### src/sv/tmcr_pkg.sv
// Shared constants, command and status types for the text-mode cell renderer.
// No dependencies; imported by the controller, the datapath and the top level.
package tmcr_pkg;

	localparam int TEXT_COLUMNS     = 80;
	localparam int TEXT_BYTES       = 4000;
	localparam int GLYPH_HEIGHT     = 16;
	localparam int CURSOR_FIRST_ROW = 14;

	localparam int ADDR_W    = 12;
	localparam int BYTE_W    = 8;
	localparam int ROW_W     = 4;
	localparam int CELL_W    = ADDR_W - 1;
	localparam int COL_W     = 7;
	localparam int CUR_LN_W  = 5;
	localparam int COLOR_W   = 4;
	localparam int PX_W      = 10;
	localparam int PY_W      = 9;
	localparam int FONT_DEPTH = 1 << ADDR_W;
	localparam int TEXT_ROWS  = 1 << CELL_W;

	localparam int IN_DATA_W  = 32;
	localparam int OUT_DATA_W = 56;
	localparam int CFG_IDX_W  = 3;
	localparam int CFG_DATA_W = 7;

	localparam logic [CFG_IDX_W-1:0] CFG_VIDEO_MODE        = 3'd0;
	localparam logic [CFG_IDX_W-1:0] CFG_RENDER_SUPPRESSED = 3'd1;
	localparam logic [CFG_IDX_W-1:0] CFG_CURSOR_COLUMN     = 3'd2;
	localparam logic [CFG_IDX_W-1:0] CFG_CURSOR_LINE       = 3'd3;
	localparam logic [CFG_IDX_W-1:0] CFG_FLASH_PHASE       = 3'd4;

	localparam logic REQ_TEXT_WRITE = 1'b0;
	localparam logic REQ_FONT_LOAD  = 1'b1;

	localparam int DIV_SHIFT = 20;
	localparam int RECIP_W   = DIV_SHIFT + 1;
	localparam logic [RECIP_W-1:0] COL_RECIP = RECIP_W'((1 << DIV_SHIFT) / TEXT_COLUMNS);
	localparam int PROD_W    = 32;

	typedef struct packed {
		logic              accept;
		logic              clr_we;
		logic [ADDR_W-1:0] clr_addr;
		logic              txt_rd;
		logic              cell_ld;
		logic              font_rd;
		logic [ROW_W-1:0]  row;
	} tmcr_cmd_t;

	typedef struct packed {
		logic render;
		logic s1_busy;
		logic pipe_free;
	} tmcr_sts_t;

endpackage

### src/sv/tmcr_ctrl.sv
// Controller state machine: clearing pass, item acceptance and glyph row sequencing.
// Depends on tmcr_pkg; drives commands into tmcr_dp and reads its status.
module tmcr_ctrl
	import tmcr_pkg::*;
(
	input  logic      clk,
	input  logic      arst_n,
	input  logic      s_tvalid,
	output logic      s_tready,
	input  tmcr_sts_t sts,
	output tmcr_cmd_t cmd
);

	localparam logic [2:0] ST_CLEAR = 3'd0;
	localparam logic [2:0] ST_IDLE  = 3'd1;
	localparam logic [2:0] ST_TEXT  = 3'd2;
	localparam logic [2:0] ST_CELL  = 3'd3;
	localparam logic [2:0] ST_ROWS  = 3'd4;
	localparam logic [2:0] ST_DRAIN = 3'd5;

	logic [2:0]        state_q;
	logic [ADDR_W-1:0] clr_cnt_q;
	logic [ROW_W-1:0]  row_q;
	logic              accept;
	logic              issue;

	assign s_tready = (state_q == ST_IDLE);
	assign accept   = s_tready && s_tvalid;
	assign issue    = (state_q == ST_ROWS) && sts.pipe_free;

	always_comb begin
		cmd          = '0;
		cmd.accept   = accept;
		cmd.clr_we   = (state_q == ST_CLEAR);
		cmd.clr_addr = clr_cnt_q;
		cmd.txt_rd   = (state_q == ST_TEXT);
		cmd.cell_ld  = (state_q == ST_CELL);
		cmd.font_rd  = issue;
		cmd.row      = row_q;
	end

	always_ff @(posedge clk or negedge arst_n) begin
		if (!arst_n) begin
			state_q   <= ST_CLEAR;
			clr_cnt_q <= '0;
			row_q     <= '0;
		end else begin
			unique case (state_q)
				ST_CLEAR: begin
					clr_cnt_q <= clr_cnt_q + 1'b1;
					if (clr_cnt_q == ADDR_W'(FONT_DEPTH - 1)) begin
						state_q <= ST_IDLE;
					end
				end
				ST_IDLE: begin
					if (accept && sts.render) begin
						state_q <= ST_TEXT;
					end
				end
				ST_TEXT: begin
					state_q <= ST_CELL;
				end
				ST_CELL: begin
					row_q   <= '0;
					state_q <= ST_ROWS;
				end
				ST_ROWS: begin
					if (issue) begin
						row_q <= row_q + 1'b1;
						if (row_q == ROW_W'(GLYPH_HEIGHT - 1)) begin
							state_q <= ST_DRAIN;
						end
					end
				end
				ST_DRAIN: begin
					if (!sts.s1_busy) begin
						state_q <= ST_IDLE;
					end
				end
				default: begin
					state_q <= ST_IDLE;
				end
			endcase
		end
	end

endmodule

### config.mk
export PLATFORM = sky130hd
export DESIGN_NAME = tmcr_ctrl
export DESIGN_NICKNAME = d
export VERILOG_FILES = /design/src/sv/tmcr_pkg.sv /design/src/sv/tmcr_ctrl.sv
export SDC_FILE = /design/constraint.sdc
export NUM_CORES = 1
export LEC_CHECK = 0
export BUFFER_PORTS_ARGS = -buffer_cell sky130_fd_sc_hd__buf_2
export CAP_MARGIN = 15
export CORE_MARGIN = 2
export CORE_UTILIZATION = 50
export DETAILED_ROUTE_END_ITERATION = 16
export HOLD_SLACK_MARGIN = 0.1
export PLACE_DENSITY = 0.78
export SYNTH_ARGS = -nofsm -noshare
export SYNTH_HDL_FRONTEND = slang
export SYNTH_SLANG_ARGS = --single-unit
### constraint.sdc
create_clock -name clk -period 3.5 [get_ports clk]
set_input_delay 0.35 -clock clk [delete_from_list [all_inputs] [get_ports clk]]
set_output_delay 0.35 -clock clk [all_outputs]
set_load 0.01 [all_outputs]
Word-level counts from Yosys, hierarchy flattened
Cells that the tools add are included.
{"block": "classes", "n_reduce_logical": 7, "addsub": 2, "muxes": 8, "n_eq_ne": 12}
{"op": "3-bit case mux with 6 select lines", "n": 1}
{"op": "3-bit two-way mux", "n": 5}
{"op": "12-bit by 1-bit adder with 12-bit output, second input constant", "n": 1}
{"op": "12-bit equality test, second input constant", "n": 1}
{"op": "4-bit case mux with 2 select lines", "n": 1}
{"op": "3-bit by 2-bit equality test with 1-bit output, second input constant", "n": 2}
{"op": "3-bit equality test, second input constant", "n": 2}
{"op": "2-bit by 1-bit inequality test with 1-bit output, second input constant", "n": 3}
{"op": "5-bit AND reduction", "n": 1}
{"op": "4-bit by 1-bit adder with 4-bit output, second input constant", "n": 1}
{"op": "4-bit equality test, second input constant", "n": 1}
{"op": "4-bit two-way mux", "n": 1}
{"op": "2-bit inequality test, second input constant", "n": 2}
{"op": "3-bit by 1-bit equality test with 1-bit output, second input constant", "n": 1}
{"op": "1-bit logical AND", "n": 3}
{"op": "3-bit logical NOT", "n": 1}
{"op": "2-bit AND reduction", "n": 1}
{"op": "2-bit nonzero test", "n": 1}
{"block": "totals", "regBits": 19, "elab_cells": 32, "inputBits": 6, "output_inout_bits": 22}

Longest topological paths before layout
{"block": "depth", "ltp_word": 5, "depth_mapped": 6}

Least setup slack after synthesis
OpenSTA, ideal clock, no wires.
{"block": "synth_timing", "path_kind": "register to output", "from": "register state_q[2]", "to": "output port cmd[20] in the netlist's numbering", "setup_slack_ns": 1.953, "required_ns": 3.150, "arrival_ns": 1.197, "path_stages_with_launch": 6, "cell_sequence": "dfrtp_1 -> clkbuf_1 -> nand2b_1 -> nor2_1 -> and2_1 -> buf_4"}
{"block": "synth_between", "elab_chain_len": 2}
{"element": "start: declaration", "line_no": "tmcr_ctrl.sv:21", "rtl": "logic [2:0] state_q;"}
{"element": "start signal: assignment", "line_no": "tmcr_ctrl.sv:44", "rtl": "state_q <= ST_CLEAR;"}
{"element": "start signal: assignment", "line_no": "tmcr_ctrl.sv:52", "rtl": "state_q <= ST_IDLE;"}
{"element": "start signal: assignment", "line_no": "tmcr_ctrl.sv:57", "rtl": "state_q <= ST_TEXT;"}
{"element": "3-bit by 1-bit equality test with 1-bit output", "line_no": "tmcr_ctrl.sv:27", "rtl": "assign s_tready = (state_q == ST_IDLE);"}
{"element": "named net s_tready", "line_no": "tmcr_ctrl.sv:9", "rtl": "output logic s_tready,"}
{"element": "1-bit logical AND", "line_no": "tmcr_ctrl.sv:28", "rtl": "assign accept = s_tready && s_tvalid;"}
{"element": "end: declaration", "line_no": "tmcr_ctrl.sv:11", "rtl": "output tmcr_cmd_t cmd"}
The timed path passes the listed nets, and every way through them passes these cells.

==> results.txt <==
* Total negative setup slack: 0 ps
- Cell Area, Placed: between 1000 and 1500 um^2
* Max rail drop VDD: approximately 0.46 mV
* Kind of critical path: reg -> out
- Routability cong.: slightly below 0.8
- After clock tree synthesis, the repair step resized 0 gates.
* Hold-fix buffers, CTS: 1
- Setup violations remaining at the end of the flow were counted as 0.
* Routed Wire Length: approximately 1700 um
- Headroom to the max-slew limit came out at 72.7%.
- From left edge to right edge, the die measures ~48 um.
- The finished layout holds 138 standard cells, fillers aside.
- In this run the count of I/O pins placed on the die edge is 28.
- Arrival time of data at the critical path endpoint: between 1000 and 1500 ps
- The mapped netlist covers between 900 and 1000 um^2.
- Seq cells post-synth: 19
- Source-to-sink clock delay at the later pin of the worst-skew pair: roughly 300 ps
- The die is roughly 48 um tall.
- CTS built an H-tree with a depth of 1.
- The finished cells cover 1110 um^2.
- CP Data Required Time: 3150 ps
- Largest cells by area after synthesis: sky130_fd_sc_hd__dfrtp_1, sky130_fd_sc_hd__xnor2_1, sky130_fd_sc_hd__nand4_1
* CTS tree: built
- Placed Cells incl. Taps: roughly 130
* Clock transition at the register clock pins on the worst setup and hold paths after CTS: roughly 100 ps
* Via count: around 700
- Sum of internal, switching and leakage power: 0.768 mW
- Of the synthesized area, sequential elements account for 50.0%.
- After synthesis, the netlist uses 30 different library cells.
- Syn-to-layout area delta: 17.0%
* Mean routed wirelength per cell: 12.6 um
* Highest fanout seen on the critical path: 12
* Antenna violations before repair: 0
* Ratio of cells with drive above 1 in the final layout: between 30 and 40%
- The detail route stage leaves a number of antenna-violating nets equal to 0.
* Post-detailed-route via-to-cell ratio: roughly 5.2
- Reported leakage power: about 0.56 nW
* Synth area leader: sky130_fd_sc_hd__dfrtp_1
- Filler Cells Inserted: approximately 160
* DR pass1 iterations: 4
- The floorplan step defined a die boundary enclosing ~2300 um^2.
- On the final layout, the worst clock skew is between 6 and 7 ps.
- For this design the total switching power over the nets is about 0.3 mW.
* Worst R2R Start: state_q[2]$_DFFE_PN0P_
- Proportion of netlist area held by the largest area contributor: about half
* Pin slew with the least headroom to its limit: a little over 400 ps
- Switching power share of the total: 40.0%
- In this run, the combinational gates consume 37.2% of the power.
- Pwr Density: a little under 700 nW/um^2
* Count of port buffers added during placement: 27
- The smallest clock period supported by the final layout is computed as around 1800 ps.
- Of the total power, the clock network draws between 10% and 20%.
- Internal Pwr Total: approximately 0.46 mW
- After the first detailed-routing iteration, the DRC count stood at 2.
- Path type of the worst min-delay path: in -> reg
- At the end of the flow, the number of nets in the layout was between 100 and 150.
* Hold Crit Start: sts[2]
- Tracing the worst setup path back leads to its startpoint at state_q[2]$_DFFE_PN0P_.
* Nets in the synthesized netlist: between 90 and 100
- In this run, flip-flops and latches consume 48.2% of the power.
- The tool flagged a number of max-cap violations equal to 0.
- Clock Path Buffers: 2
- Final Hold Vio Count: 0
* Maximum number of pins on one net before global-route repair: 20
- The Yosys step of the flow raised 0 warnings.
- For this design, the sink count on the clock tree is 19.
* Placeable core region: about 1800 um^2
- Total clock buffers created by CTS: 3
- Highest achievable clock rate: approximately 0.57 GHz
* Mean cell area of the mapped netlist: between 10 and 15 um^2
- Inserted Diodes: 0
- Synthesis handed over a netlist of 87 instances.
- Initial core utilization: between 50 and 60%
- Global routing used roughly 17% of the available tracks.
- Setup repair after global routing left no endpoint under its margin.
- Worst setup EP type: primary output
- Portion of the clock cycle consumed by the worst path in the final layout: between 50% and 60%
- Result of the run: complete, no violations
* Root Driver: sky130_fd_sc_hd__clkbuf_4
- Crit path launch type: flop
- Final Max Tran Viols: 0
- In this run the register-to-register setup slack is roughly 1900 ps.
- Post-CTS timing repair inserted 0 buffers for setup.
* Post-detailed-route DRC marker count: 0
- Count of standard-cell rows: 15
- Total overflow reported by the global router: 0
* Instance count along the most critical hold path: 3
- R2r worst-path depth: 4
* Final HPWL from detailed placement: between 1000 and 1500 um
- First-pass GRT wire length: 2640 um
- The number of global-route vias before repair was about 640.
-- final cells by class --
cell class | instances | area (um^2) | area share (%)
Clock inverter | 1 | 5.00 | 0.450
Multi-Input combinational cell | 61 | 429 | 38.6
Tap cell | 25 | 31.3 | 2.81
Timing Repair Buffer | 28 | 145 | 13.0
Inverter | 1 | 3.75 | 0.337
Clock buffer | 3 | 22.5 | 2.02
Sequential cell | 19 | 475 | 42.7
-- layout by cell type, fill, tap and decap left out, types with 2 or more instances in the layout --
cell type | netlist | final
sky130_fd_sc_hd__buf_2 | 1 | 27
sky130_fd_sc_hd__dfrtp_1 | 19 | 19
sky130_fd_sc_hd__xnor2_1 | 9 | 9
sky130_fd_sc_hd__nand2_1 | 7 | 7
sky130_fd_sc_hd__nor2_1 | 5 | 5
sky130_fd_sc_hd__nand4_1 | 5 | 5
sky130_fd_sc_hd__a21oi_1 | 5 | 5
sky130_fd_sc_hd__o21ai_0 | 4 | 4
sky130_fd_sc_hd__and2_1 | 3 | 3
sky130_fd_sc_hd__and4_1 | 3 | 3
sky130_fd_sc_hd__xor2_1 | 3 | 3
sky130_fd_sc_hd__clkbuf_4 | 0 | 3
sky130_fd_sc_hd__nand3_2 | 2 | 2
sky130_fd_sc_hd__ha_1 | 2 | 2
-- synthesized netlist by cell type --
| cell | count |
|---|---|
| sky130_fd_sc_hd__and4_1 | 3 |
| sky130_fd_sc_hd__buf_6 | 1 |
| sky130_fd_sc_hd__mux2i_1 | 1 |
| sky130_fd_sc_hd__nand3_2 | 2 |
| sky130_fd_sc_hd__xor2_1 | 3 |
| sky130_fd_sc_hd__and4bb_2 | 1 |
| sky130_fd_sc_hd__clkbuf_1 | 1 |
| sky130_fd_sc_hd__nand3_1 | 1 |
| sky130_fd_sc_hd__buf_4 | 3 |
| sky130_fd_sc_hd__ha_1 | 2 |
| sky130_fd_sc_hd__buf_2 | 1 |
| sky130_fd_sc_hd__and2_1 | 3 |
| sky130_fd_sc_hd__or2b_1 | 1 |
| sky130_fd_sc_hd__nand4_1 | 5 |
| sky130_fd_sc_hd__a31oi_1 | 1 |
| sky130_fd_sc_hd__and3_1 | 1 |
| sky130_fd_sc_hd__o21a_1 | 1 |
| sky130_fd_sc_hd__a21oi_1 | 5 |
| sky130_fd_sc_hd__xnor2_1 | 9 |
| sky130_fd_sc_hd__nand2_1 | 7 |
| sky130_fd_sc_hd__dfrtp_1 | 19 |
| sky130_fd_sc_hd__nand2b_1 | 1 |
| sky130_fd_sc_hd__inv_1 | 1 |
| sky130_fd_sc_hd__nand4b_1 | 1 |
| sky130_fd_sc_hd__o21ai_0 | 4 |
| sky130_fd_sc_hd__a21o_1 | 1 |
| sky130_fd_sc_hd__and3_2 | 1 |
| sky130_fd_sc_hd__nor3_4 | 1 |
| sky130_fd_sc_hd__mux2_2 | 1 |
| sky130_fd_sc_hd__nor2_1 | 5 |
-- worst paths after layout --
kind	end
worst max register to register	clr_cnt_q[9]$_DFFE_PN0P_
worst min register to register	clr_cnt_q[6]$_DFFE_PN0P_
worst max-delay path	cmd[20]
max in group asynchronous	clr_cnt_q[1]$_DFFE_PN0P_
worst min-delay path	state_q[1]$_DFFE_PN0P_
min in group asynchronous	clr_cnt_q[4]$_DFFE_PN0P_
-- worst max-delay path, stage by stage (launching register included) --
cell                       delay (ps)
sky130_fd_sc_hd__dfrtp_1          530
sky130_fd_sc_hd__nand2b_1         220
sky130_fd_sc_hd__nor2_1           110
sky130_fd_sc_hd__and2_1           130
sky130_fd_sc_hd__buf_2            120
-- power by group through the flow --
| stage | logic, mW | registers [mW] | clock network (mW) |
|---|---|---|---|
| 6_report | 0.286 | 0.371 | 0.112 |
| 5_1_grt | 0.324 | 0.383 | 0.125 |
| 4_1_cts | 0.291 | 0.370 | 0.114 |
| 3_5_place_dp | 0.287 | 0.376 | 0 |
| 3_3_place_gp | 0.284 | 0.373 | 0 |
| 2_1_floorplan | 0.218 | 0.358 | 0 |
-- routing by layer --
layer	wire length, um	global-route usage, %
met5	0	0
met4	38	10.3
met3	93	3.02
met2	838	29.5
met1	771	20.7
-- logic make-up after synthesis --
group,synth area share (%)
xor gates and xnor gates,11.1
buffers and inverters,4.87
muxes,2.24
AOI/OAI and AO/OA,6.97
and+or+nand+nor,22.2
DFF,50.0
adders and majority gates,2.63
-- flip-flops by register name (all words and copies together) (netlist names) --
signal / count
clr_cnt_q: 12
row_q: 4
state_q: 3
-- metrics by stage --
step,setup WS (ps),util [%],hold slack [ps]
2_1_floorplan,1950,-,54.4
3_3_place_gp,1970,60.9,311
3_5_place_dp,1880,60.9,306
4_1_cts,1740,63.0,332
5_1_grt,1640,63.0,334
6_report,1750,63.0,331
Power figures use the tool's default switching activity.
